--- config.mk ---
export PLATFORM = sky130hd
export DESIGN_NAME = serial_bank_switch_mapper_core
export DESIGN_NICKNAME = d
export VERILOG_FILES = /design/src/hw/rtl/sbsm_pkg.sv /design/src/hw/rtl/serial_bank_switch_mapper_core.sv /design/src/hw/rtl/sbsm_xlate.sv /design/src/hw/rtl/sbsm_serial.sv
export SDC_FILE = /design/constraint.sdc
export NUM_CORES = 1
export LEC_CHECK = 0
export BUFFER_PORTS_ARGS = -buffer_cell sky130_fd_sc_hd__buf_2
export CAP_MARGIN = 20
export CORE_ASPECT_RATIO = 1.4
export CORE_UTILIZATION = 56
export CTS_CLUSTER_SIZE = 28
export DETAILED_ROUTE_END_ITERATION = 8
export PLACE_DENSITY = 0.79
export SETUP_SLACK_MARGIN = 0.3
export SLEW_MARGIN = 0
export SYNTH_ARGS = -nofsm -noshare
export SYNTH_HDL_FRONTEND = slang
export SYNTH_SLANG_ARGS = --single-unit
--- constraint.sdc ---
create_clock -name clk -period 2.3 [get_ports clk]
set_input_delay 0.115 -clock clk [delete_from_list [all_inputs] [get_ports clk]]
set_output_delay 0.115 -clock clk [all_outputs]
set_load 0.02 [all_outputs]
--- src/hw/rtl/sbsm_pkg.sv ---
// ----------------------------------------------------------------------------
// sbsm_pkg: shared types and constants of the serial bank switch mapper
// Holds the access kinds, memory targets, register selects and the state
// and configuration structures that travel between the mapper modules.
// ----------------------------------------------------------------------------
`default_nettype none

package sbsm_pkg;

	// Geometry
	localparam int PRG_BANK_BYTES = 16384;
	localparam int CHR_BANK_BYTES = 4096;
	localparam int PRG_OFS_W      = $clog2(PRG_BANK_BYTES);
	localparam int CHR_OFS_W      = $clog2(CHR_BANK_BYTES);
	localparam int PHYS_W         = 18;
	localparam int ADDR_W         = 16;
	localparam int DATA_W         = 8;
	localparam int BANK_REG_W     = 5;
	localparam int PRG_SEL_W      = 4;
	localparam int CHR_BANK_W     = 5;
	localparam int RAM_OFS_W      = 13;

	// Access kinds carried on the input side
	typedef enum logic [1:0] {
		FUNC_CPU_RD = 2'd0,
		FUNC_CPU_WR = 2'd1,
		FUNC_PPU_RD = 2'd2,
		FUNC_PPU_WR = 2'd3
	} func_t;

	// Memory selected by one access
	typedef enum logic [1:0] {
		TGT_NONE    = 2'd0,
		TGT_PRG_ROM = 2'd1,
		TGT_PRG_RAM = 2'd2,
		TGT_CHR     = 2'd3
	} target_t;

	// Serial register chosen by address bits 14..13 on commit
	typedef enum logic [1:0] {
		SEL_CONTROL = 2'd0,
		SEL_CHR0    = 2'd1,
		SEL_CHR1    = 2'd2,
		SEL_PRG     = 2'd3
	} reg_sel_t;

	// Configuration register indexes
	localparam logic [1:0] CFG_PRG_LAST_BANK   = 2'd0;
	localparam logic [1:0] CFG_PRG_RAM_PRESENT = 2'd1;
	localparam logic [1:0] CFG_INIT_MIRRORING  = 2'd2;
	localparam int         CFG_DATA_W          = 4;

	// Reset values
	localparam logic [3:0]            PRG_LAST_BANK_RST = 4'd15;
	localparam logic                  RAM_PRESENT_RST   = 1'b1;
	localparam logic [1:0]            INIT_MIRR_RST     = 2'd2;
	localparam logic [BANK_REG_W-1:0] CONTROL_RST       = 5'h0C;
	localparam logic [BANK_REG_W-1:0] CHR_HIGH_RST      = 5'd1;
	localparam logic [BANK_REG_W-1:0] PRG_MODE3_MASK    = 5'h0C;

	// Last serial bit position
	localparam logic [2:0] SHIFT_LAST = 3'd4;

	typedef struct packed {
		logic [3:0] prg_last_bank;
		logic       prg_ram_present;
		logic [1:0] initial_mirroring;
	} cfg_t;

	typedef struct packed {
		logic [BANK_REG_W-1:0] control;
		logic [BANK_REG_W-1:0] chr_low;
		logic [BANK_REG_W-1:0] chr_high;
		logic [BANK_REG_W-1:0] prg_bank;
		logic [ADDR_W-1:0]     prev_pc;
	} map_state_t;

	typedef struct packed {
		logic              mapped;
		target_t           target;
		logic [PHYS_W-1:0] phys_addr;
		logic              mem_write;
	} xlate_t;

endpackage

`default_nettype wire

--- src/hw/rtl/serial_bank_switch_mapper_core.sv ---
// ----------------------------------------------------------------------------
// serial_bank_switch_mapper_core: serial bank switch mapper top level
// Input register, translation and serial register update, result register.
// ----------------------------------------------------------------------------
// One access goes in per clock while s_tready is high. An accepted access is
// held in the input register, where it is decoded and the bank registers are
// updated, and its result is then presented in the result register. The
// result register and the input register advance together whenever the
// result is free or taken; a stall on the result side holds the result, and
// once the input register is full as well s_tready drops. Configuration
// writes take effect on the next clock and belong to idle periods. Mirroring
// in each result reflects the state after that access.
// ----------------------------------------------------------------------------
`default_nettype none

module serial_bank_switch_mapper_core (
	input  logic                            clk,
	input  logic                            arst_n,
	// Input accesses
	input  logic                            s_tvalid,
	output logic                            s_tready,
	// bus_addr[15:0], wr_data[23:16], instr_pc[39:24]
	input  logic [39:0]                     s_tdata,
	input  logic [1:0]                      s_tuser,  // func[1:0]
	// Results
	output logic                            m_tvalid,
	input  logic                            m_tready,
	// mapped[0], target[2:1], phys_addr[20:3], mem_write[21], mirroring[23:22]
	output logic [23:0]                     m_tdata,
	// Configuration
	input  logic                            cfg_we,
	input  logic [1:0]                      cfg_index,
	input  logic [sbsm_pkg::CFG_DATA_W-1:0] cfg_wdata
);
	import sbsm_pkg::*;

	cfg_t              cfg_q;
	logic              valid_s1;
	func_t             func_s1;
	logic [ADDR_W-1:0] addr_s1;
	logic [DATA_W-1:0] data_s1;
	logic [ADDR_W-1:0] pc_s1;
	logic              valid_s2;
	xlate_t            res_s2;
	logic [1:0]        mirr_s2;

	logic              advance;
	logic              reg_wr_req;
	xlate_t            res;
	map_state_t        st;
	logic [1:0]        mirr_next;

	// Configuration registers
	always_ff @(posedge clk or negedge arst_n) begin
		if (!arst_n) begin
			cfg_q <= '{prg_last_bank: PRG_LAST_BANK_RST, prg_ram_present: RAM_PRESENT_RST,
				initial_mirroring: INIT_MIRR_RST};
		end else if (cfg_we) begin
			unique case (cfg_index)
				CFG_PRG_LAST_BANK:   cfg_q.prg_last_bank     <= cfg_wdata[3:0];
				CFG_PRG_RAM_PRESENT: cfg_q.prg_ram_present   <= cfg_wdata[0];
				CFG_INIT_MIRRORING:  cfg_q.initial_mirroring <= cfg_wdata[1:0];
				default: ;
			endcase
		end
	end

	// Advance both stages when the result slot is free or taken
	assign advance  = !valid_s2 || m_tready;
	assign s_tready = !valid_s1 || advance;

	// Input register
	always_ff @(posedge clk or negedge arst_n) begin
		if (!arst_n) begin
			valid_s1 <= 1'b0;
		end else if (s_tready) begin
			valid_s1 <= s_tvalid;
		end
	end

	always_ff @(posedge clk) begin
		if (s_tready && s_tvalid) begin
			func_s1 <= func_t'(s_tuser);
			addr_s1 <= s_tdata[15:0];
			data_s1 <= s_tdata[23:16];
			pc_s1   <= s_tdata[39:24];
		end
	end

	sbsm_xlate u_xlate (
		.func     (func_s1),
		.bus_addr (addr_s1),
		.instr_pc (pc_s1),
		.cfg      (cfg_q),
		.st       (st),
		.res      (res),
		.reg_wr   (reg_wr_req)
	);

	sbsm_serial u_serial (
		.clk               (clk),
		.arst_n            (arst_n),
		.wr_en             (valid_s1 && advance && reg_wr_req),
		.bus_addr          (addr_s1),
		.wr_data           (data_s1),
		.instr_pc          (pc_s1),
		.initial_mirroring (cfg_q.initial_mirroring),
		.st                (st),
		.mirroring_next    (mirr_next)
	);

	// Result register
	always_ff @(posedge clk or negedge arst_n) begin
		if (!arst_n) begin
			valid_s2 <= 1'b0;
		end else if (advance) begin
			valid_s2 <= valid_s1;
		end
	end

	always_ff @(posedge clk) begin
		if (advance && valid_s1) begin
			res_s2  <= res;
			mirr_s2 <= mirr_next;
		end
	end

	assign m_tvalid = valid_s2;
	assign m_tdata  = {mirr_s2, res_s2.mem_write, res_s2.phys_addr, res_s2.target,
		res_s2.mapped};

endmodule

`default_nettype wire

--- src/hw/rtl/sbsm_xlate.sv ---
// ----------------------------------------------------------------------------
// sbsm_xlate: access decode and address translation
// Decodes one bus access against the current bank registers and produces
// the target memory, physical address and the serial register write request.
// ----------------------------------------------------------------------------
`default_nettype none

module sbsm_xlate (
	input  sbsm_pkg::func_t              func,
	input  logic [sbsm_pkg::ADDR_W-1:0]  bus_addr,
	input  logic [sbsm_pkg::ADDR_W-1:0]  instr_pc,
	input  sbsm_pkg::cfg_t               cfg,
	input  sbsm_pkg::map_state_t         st,
	output sbsm_pkg::xlate_t             res,
	output logic                         reg_wr
);
	import sbsm_pkg::*;

	logic                 prg_upper;
	logic [PRG_SEL_W-1:0] prg_sel;
	logic [PRG_SEL_W-1:0] prg_bank;
	logic [PHYS_W-1:0]    prg_phys;
	logic                 chr_upper;
	logic [CHR_BANK_W-1:0] chr_bank;
	logic [PHYS_W-1:0]    chr_phys;
	logic                 ram_en;
	logic                 in_ram;
	logic                 in_rom;
	logic                 in_chr;

	// Select the 16KB PRG bank by PRG mode
	always_comb begin
		prg_upper = bus_addr[PRG_OFS_W];
		prg_sel   = st.prg_bank[PRG_SEL_W-1:0];
		case (st.control[3:2])
			2'd2:    prg_bank = prg_upper ? prg_sel : '0;
			2'd3:    prg_bank = prg_upper ? cfg.prg_last_bank : prg_sel;
			default: prg_bank = {prg_sel[PRG_SEL_W-1:1], prg_upper};
		endcase
		prg_phys = {prg_bank & cfg.prg_last_bank, bus_addr[PRG_OFS_W-1:0]};
	end

	// Select the 4KB CHR bank by CHR mode
	always_comb begin
		chr_upper = bus_addr[CHR_OFS_W];
		if (!st.control[4]) begin
			chr_bank = {st.chr_low[CHR_BANK_W-1:1], chr_upper};
		end else begin
			chr_bank = chr_upper ? st.chr_high : st.chr_low;
		end
		chr_phys = {1'b0, chr_bank, bus_addr[CHR_OFS_W-1:0]};
	end

	// Decode the access
	always_comb begin
		ram_en = cfg.prg_ram_present && !st.prg_bank[4];
		in_ram = (bus_addr[15:13] == 3'b011);
		in_rom = bus_addr[15];
		in_chr = (bus_addr[15:13] == 3'b000);
		res    = '{mapped: 1'b0, target: TGT_NONE, phys_addr: '0, mem_write: 1'b0};
		reg_wr = 1'b0;
		unique case (func)
			FUNC_CPU_RD, FUNC_CPU_WR: begin
				if (in_ram) begin
					if (ram_en) begin
						res.mapped    = 1'b1;
						res.target    = TGT_PRG_RAM;
						res.phys_addr = {{(PHYS_W-RAM_OFS_W){1'b0}}, bus_addr[RAM_OFS_W-1:0]};
						res.mem_write = (func == FUNC_CPU_WR);
					end
				end else if (in_rom) begin
					if (func == FUNC_CPU_RD) begin
						res.mapped    = 1'b1;
						res.target    = TGT_PRG_ROM;
						res.phys_addr = prg_phys;
					end else if (instr_pc != st.prev_pc) begin
						res.mapped = 1'b1;
						reg_wr     = 1'b1;
					end
				end
			end
			FUNC_PPU_RD, FUNC_PPU_WR: begin
				if (in_chr) begin
					res.mapped    = 1'b1;
					res.target    = TGT_CHR;
					res.phys_addr = chr_phys;
					res.mem_write = (func == FUNC_PPU_WR);
				end
			end
			default: ;
		endcase
	end

endmodule

`default_nettype wire

--- src/hw/rtl/sbsm_serial.sv ---
// ----------------------------------------------------------------------------
// sbsm_serial: serial load shift register and bank registers
// Collects five data bits one write at a time, commits them to the control,
// CHR or PRG register and tracks the mirroring in force.
// ----------------------------------------------------------------------------
`default_nettype none

module sbsm_serial (
	input  logic                         clk,
	input  logic                         arst_n,
	input  logic                         wr_en,
	input  logic [sbsm_pkg::ADDR_W-1:0]  bus_addr,
	input  logic [sbsm_pkg::DATA_W-1:0]  wr_data,
	input  logic [sbsm_pkg::ADDR_W-1:0]  instr_pc,
	input  logic [1:0]                   initial_mirroring,
	output sbsm_pkg::map_state_t         st,
	output logic [1:0]                   mirroring_next
);
	import sbsm_pkg::*;

	logic [BANK_REG_W-1:0] shift_q;
	logic [2:0]            count_q;
	logic                  ctrl_written_q;
	map_state_t            st_q;

	logic [BANK_REG_W-1:0] shift_d;
	logic [2:0]            count_d;
	logic                  ctrl_written_d;
	map_state_t            st_d;
	logic [BANK_REG_W-1:0] shifted;

	// Compute next register contents for one serial write
	always_comb begin
		shift_d        = shift_q;
		count_d        = count_q;
		ctrl_written_d = ctrl_written_q;
		st_d           = st_q;
		shifted        = {wr_data[0], shift_q[BANK_REG_W-1:1]};
		if (wr_en) begin
			st_d.prev_pc = instr_pc;
			if (wr_data[7]) begin
				shift_d        = '0;
				count_d        = '0;
				st_d.control   = st_q.control | PRG_MODE3_MASK;
				ctrl_written_d = 1'b1;
			end else if (count_q != SHIFT_LAST) begin
				shift_d = shifted;
				count_d = count_q + 3'd1;
			end else begin
				shift_d = '0;
				count_d = '0;
				unique case (reg_sel_t'(bus_addr[14:13]))
					SEL_CONTROL: begin
						st_d.control   = shifted;
						ctrl_written_d = 1'b1;
					end
					SEL_CHR0: st_d.chr_low  = shifted;
					SEL_CHR1: st_d.chr_high = shifted;
					SEL_PRG:  st_d.prg_bank = shifted;
					default: ;
				endcase
			end
		end
	end

	// Hold state between writes
	always_ff @(posedge clk or negedge arst_n) begin
		if (!arst_n) begin
			shift_q        <= '0;
			count_q        <= '0;
			ctrl_written_q <= 1'b0;
			st_q           <= '{control: CONTROL_RST, chr_low: '0, chr_high: CHR_HIGH_RST,
				prg_bank: '0, prev_pc: '0};
		end else begin
			shift_q        <= shift_d;
			count_q        <= count_d;
			ctrl_written_q <= ctrl_written_d;
			st_q           <= st_d;
		end
	end

	assign st             = st_q;
	assign mirroring_next = ctrl_written_d ? st_d.control[1:0] : initial_mirroring;

endmodule

`default_nettype wire

==> After elaboration in Yosys (flattened, before gate mapping) <==
Cells that the tools add are included.
{ "totals": {"latchBits": 0, "ff_bits": 120, "input_bits": 53, "romBits": 0, "ramBits": 0, "memories": 0} }
{ "op_classes": {"add_sub_neg": 1, "mux": 35, "n_reduce_logical": 24, "n_shift": 0, "div_mod_pow": 0, "bitwise": 3, "n_eq_ne": 14, "mul": 0, "magnitude_cmp": 0} }
{ "op_table": {"columns": ["operator", "count"], "rows": [
  ["22-bit 2-to-1 mux", 2],
  ["22-bit case mux with 2 select lines", 1],
  ["21-bit 2-to-1 mux", 2],
  ["19-bit 2-to-1 mux", 2],
  ["5-bit 2-to-1 mux", 7],
  ["33-bit 2-to-1 mux", 1],
  ["4-bit 2-to-1 mux", 4],
  ["16-bit inequality test", 1],
  ["4-bit AND reduction", 4],
  ["15-bit 2-to-1 mux", 1],
  ["2-bit equality test, second input constant", 7],
  ["1-bit 2-to-1 mux", 11],
  ["4-bit case mux with 2 select lines", 1],
  ["2-bit by 1-bit equality test with 1-bit output, second input constant", 3],
  ["2-bit zero test", 3],
  ["3-bit 2-to-1 mux", 2],
  ["2-bit AND reduction", 3],
  ["4-bit bitwise AND", 1],
  ["1-bit logical AND", 4],
  ["2-bit OR reduction", 2],
  ["3-bit by 1-bit adder with 3-bit output, second input constant", 1],
  ["3-bit by 2-bit equality test with 1-bit output, second input constant", 1],
  ["1-bit zero test", 3],
  ["3-bit zero test", 1],
  ["other kinds (7)", 9]
]} }

==> Depth between registers and ports, before layout <==
{ "logic_depth": {"word_depth": 9, "depth_mapped": 7, "mapped_depth_nobuf": 7} }

==> Cells and area by module <==
A second synthesis with hierarchy kept.
{ "unflattened": {"cells_unflattened": 298, "area_unflattened_um2": 4698.3} }
{ "by_module_without_submodules": {"columns": ["module", "cells_per_inst", "area_per_inst_um2", "n_inst"], "rows": [
  ["serial_bank_switch_mapper_core", 92, 2372.3, 1],
  ["sbsm_serial", 127, 1756.7, 1],
  ["sbsm_xlate", 79, 569.3, 1]
]} }

==> Worst setup path after synthesis <==
No wires, ideal clock.
{ "synth_path": {"path_kind": "reg-to-reg", "from": "register valid_s2, in the netlist m_tvalid", "to": "register u_serial.st_q, in the netlist u_serial.st[26]", "t_required_ns": 2.175, "arrival_ns": 2.134, "n_path_buf": 1, "path_stages_with_launch": 7, "path_slack_ns": 0.042, "setup_ns": 0.125, "path_cell_list": "dfrtp_1 > nand2b_1 > and2_2 > nand3_2 > buf_6 > nor4_4 > mux2_2"} }
{ "synth_between": {"elab_chain_len": 5} }
{ "synth_lines": {"columns": ["element", "line", "text"], "rows": [
  ["start: declaration", "serial_bank_switch_mapper_core.sv:43", "logic valid_s2;"],
  ["start signal: assignment", "serial_bank_switch_mapper_core.sv:117", "valid_s2 <= valid_s1;"],
  ["1-bit zero test", "serial_bank_switch_mapper_core.sv:69", "assign advance = !valid_s2 || m_tready;"],
  ["1-bit logical OR", "serial_bank_switch_mapper_core.sv:69", null],
  ["1-bit logical AND (2 in series)", "serial_bank_switch_mapper_core.sv:103", ".wr_en (valid_s1 && advance && reg_wr_req),"],
  ["4-bit AND reduction (no source line)", null, null],
  ["end signal: assignment", "sbsm_serial.sv:72", "st_q <= '{control: CONTROL_RST, chr_low: '0, chr_high: CHR_HIGH_RST,"],
  ["end signal: assignment", "sbsm_serial.sv:78", "st_q <= st_d;"],
  ["end: declaration", "sbsm_serial.sv:24", "map_state_t st_q;"]
]} }
No other way between the ends.
A chain may end at the register's enable or synchronous reset.

==> Worst setup path in the final report <==
{ "layout_path": {"from": "register pc_s1[10]", "to": "register u_serial.st_q, in the netlist u_serial.st[30]"} }
{ "layout_between": {"elab_chain_len": 8} }
{ "layout_lines": {"columns": ["element", "line", "text"], "rows": [
  ["start: declaration", "serial_bank_switch_mapper_core.sv:42", "logic [ADDR_W-1:0] pc_s1;"],
  ["start signal: assignment", "serial_bank_switch_mapper_core.sv:86", "pc_s1 <= s_tdata[39:24];"],
  ["16-bit inequality test", "sbsm_xlate.sv:76", "end else if (instr_pc != st.prev_pc) begin"],
  ["1-bit 2-to-1 mux", "sbsm_xlate.sv:76", null],
  ["1-bit 2-to-1 mux", "sbsm_xlate.sv:72", "if (func == FUNC_CPU_RD) begin"],
  ["1-bit 2-to-1 mux", "sbsm_xlate.sv:71", "end else if (in_rom) begin"],
  ["1-bit 2-to-1 mux", "sbsm_xlate.sv:64", "if (in_ram) begin"],
  ["1-bit 2-to-1 mux", "sbsm_xlate.sv:62", "unique case (func)"],
  ["1-bit logical AND", "serial_bank_switch_mapper_core.sv:103", null],
  ["4-bit AND reduction (no source line)", null, null]
]} }
No other way between the ends.

==> run metrics <==
outcome=finished, final reports clean; final WL=10270 µm; Max Root-Sink Buffers=2; worst path arrival time=approximately 2.4 ns; Worst-Skew Late Latency=about 0.4 ns; sum of negative setup slack=0 ns; post-synthesis compound-gate area fraction=0.05663; slowest CP cell=edfxtp_1; DRT Pass-1 Iters=4; first-pass GRT wire length=between 15000 and 20000 µm; cell area after synthesis=about 0.0047 mm²; Yosys top cell by area=edfxtp_1; Max IR drop VDD=approximately 0.0007 V; drc violations=0; die height=110.7 µm; Core ar.=between 0.008 and 0.009 mm²; Ys Warns=0; met2 Resource Use GR=0.4405; number of global-route vias before repair=approximately 3300; largest family of logic cells by synthesized area=multiplexers; row cnt=39; I/O pins=79; RSZ-0062 raised after global routing=true; Worst path max stage delay=0.42 ns; most numerous cell in the Yosys netlist=edfxtp_1; Gate Count Post-Synth=around 300; Post-Synth XOR/XNOR Area=0.02964; simple-gate share of the synthesized area=0.1125; Worst Clk Skew=between 0.009 and 0.01 ns; worst rel slew slack=0.5175; H-tree Lvls=4; grt peak-use layer=met2; crit share post-route=0.9104; Vias per Instance=about 5.5; Max Slew Vio Count=0; setup violators final=0; HP Class=in -> reg; Final ANT Viol Nets=0; PD cells=roughly 910 mW/mm²; Reg clk slew, reported paths=roughly 0.05 ns; final layout net count=roughly 510; DP Area=0.005255 mm²; worst r2r src=pc_s1[10]$_DFFE_PP_; path type of the worst setup path=reg -> reg; fmax=~480 MHz; Req. time, crit path=roughly 2.6 ns; drt initial violations=about 190; leading post-synthesis cells by cell area=edfxtp_1 (38%), dfrtp_1 (23%), mux2_2 (6.0%), dfstp_2 (5.0%), mux2_4 (4.8%); synth cell count leaders=edfxtp_1 (60), dfrtp_1 (44), mux2_2 (25); total CTS buffers=17; worst path cell trace=xor2_1 > nor4_2 > buf_4 > and4_4 > buf_12 > nor4_4 > buf_4 > mux2_2; Worst Tran Pin Value=0.7238 ns; via count=between 3000 and 4000; worst reg2reg path depth=8; Pleak=about 2.8 nW; mux share of post-synthesis cell area=0.1178; RePlAce Congestion=a little under 0.8; dpl hpwl=~5700 µm; CP Capture Type=register; Initial Utilization=0.5768; Critical Path Most Common Cell=buf_4; Wirelength per Cell=between 15 and 20 µm; post-route minimum period=roughly 2.1 ns; Power Total=a little under 6 mW; GR Util All Layers=0.2542; CTS tree=done; Post-Syn Nets=362; Hold Crit Start=m_tready; Worst Hold Endpoint=valid_s1$_DFFE_PN0N_; critical path launch point type=register; async set-or-reset flop fraction in the synthesized netlist=0.4690; CP max FO=5; n_diodes=0; met3 Track Usage GR=0.05761; post-synth top area share=0.3811; Synth Area per Inst=15.40 µm²; die area=just under 0.009 mm²; R2R Path End=u_serial.st[30]$_DFFE_PN0P_; Hold Crit Depth=3; sequential area share after synthesis=0.6639; hold slack=0.03285 ns; root cell of the clock tree=clkbuf_16; initial antenna violation count=0; met1 usage=0.2712; pin count of the biggest net entering global routing=32; area share of fa/ha/maj cells after synthesis=0.005292; Seq cells post-synth=about 110; share of layout cells above drive strength 1=0.4115; # clock sinks=~110; r2r setup slk=just over 0.2 ns; most common flop cell mapped by yosys=edfxtp_1; grt ovf=0; IO buf count=slightly above 70; Post-synth EDFFs=60; Max-Cap Viols=0; final hold violation count=0; Distinct cells, synth=45; Die Span X=between 70 and 80 µm; area grow syn2layout=36.20%; Design Area, Final=about 0.0064 mm²
## registers in the layout, indices dropped and copies added (netlist names), named ones only
name              cells
pc_s1                16
func_s1               2
u_serial.count_q      3
cfg_q                 7
u_serial.st          36
addr_s1              16
u_serial.shift_q      4
data_s1               2
m_tdata              22
valid_s1              1
m_tvalid              1
mirr_s2               2
## metal layers
metal	vias up	routed length (µm)
met4	0	406
met2	120	5720
met1	1574	3679
li1	1439	-
met5	-	0
met3	36	467
## repair_timing
item                                    in CTS  in global routing
resized for setup                            3                  9
endpoints found under the hold margin       68                  0
hold buffers                                42                  0
endpoints found under the setup margin      44                 30
pin swaps                                    6                  1
buffers inserted                            10                  6
## metrics by stage
step / instances / util / setup slack [ns]
2_1_floorplan: 307 / - / 0.3542
6_report: 571 / 0.7856 / 0.2062
5_1_grt: 571 / 0.7856 / 0.1692
4_1_cts: 565 / 0.7769 / 0.2903
3_5_place_dp: 481 / 0.6410 / 0.1330
3_3_place_gp: 481 / 0.6410 / 0.2469
## worst max-delay path by stage
stage	start	end	depth (start not counted)	slack, ns
floorplan	m_tvalid$_DFFE_PN0P_	u_serial.st[10]$_DFFE_PN0P_	7	0.35
global placement	u_serial.st[14]$_DFFE_PN0P_	u_serial.st[4]$_DFFE_PN0P_	6	0.25
detailed placement	pc_s1[14]$_DFFE_PP_	u_serial.st[14]$_DFFE_PN0P_	6	0.13
CTS	pc_s1[14]$_DFFE_PP_	u_serial.st[24]$_DFFE_PN0P_	8	0.29
global route	pc_s1[10]$_DFFE_PP_	u_serial.st[30]$_DFFE_PN0P_	8	0.17
finish	pc_s1[10]$_DFFE_PP_	u_serial.st[30]$_DFFE_PN0P_	8	0.21
## power breakdown
group | internal [mW] | switching (mW) | total (mW)
sequential | 2.40 | 0.163 | 2.56
clock | 1.76 | 0.828 | 2.59
combinational | 0.387 | 0.348 | 0.735
total | 4.55 | 1.34 | 5.89
## cell usage in the layout, fill, tap and decap left out, types with 3 or more instances in the layout
master         instances
buf_2                 72
edfxtp_1              60
dfrtp_1               44
dlygate4sd3_1         42
mux2_2                22
nand2_1               20
buf_4                 20
mux2_4                18
clkbuf_16             17
xor2_1                16
and2_1                13
dfstp_2                9
nand2b_1               8
nor2_1                 8
o21ai_0                8
clkbuf_8               6
a21o_1                 5
mux2i_1                5
o31ai_1                5
clkbuf_1               5
nor4_2                 4
nand4_1                4
a31oi_1                4
nand3b_1               4
a22oi_1                4
o22ai_1                4
nor4_4                 3
buf_12                 3
## layout make-up
type                       count  area, µm²
tap                          102      127.6
sequential                   113       3139
inverter                       3      11.26
fill                         448       1758
multi-input combinational    183       1563
timing repair buffer         138       1002
clock buffer                  28      526.8
clock inverter                 4      70.07
## logic make-up after synthesis
| kind of cell | Yosys count |
|---|---|
| buf+inv | 11 |
| compound gates | 39 |
| xor+xnor | 16 |
| mux | 45 |
| flops | 113 |
| fa+ha+maj | 2 |
| simple gates | 81 |
## worst max-delay path, delay by kind of cell, from the launching register on
family | cells | cell delay [ns]
muxes | 1 | 0.34
buffers and inverters | 3 | 0.48
xor gates and xnor gates | 1 | 0.22
and+or+nand+nor | 3 | 0.50
DFF | 1 | 0.42
No activity file was read; power rests on OpenSTA's default activity.
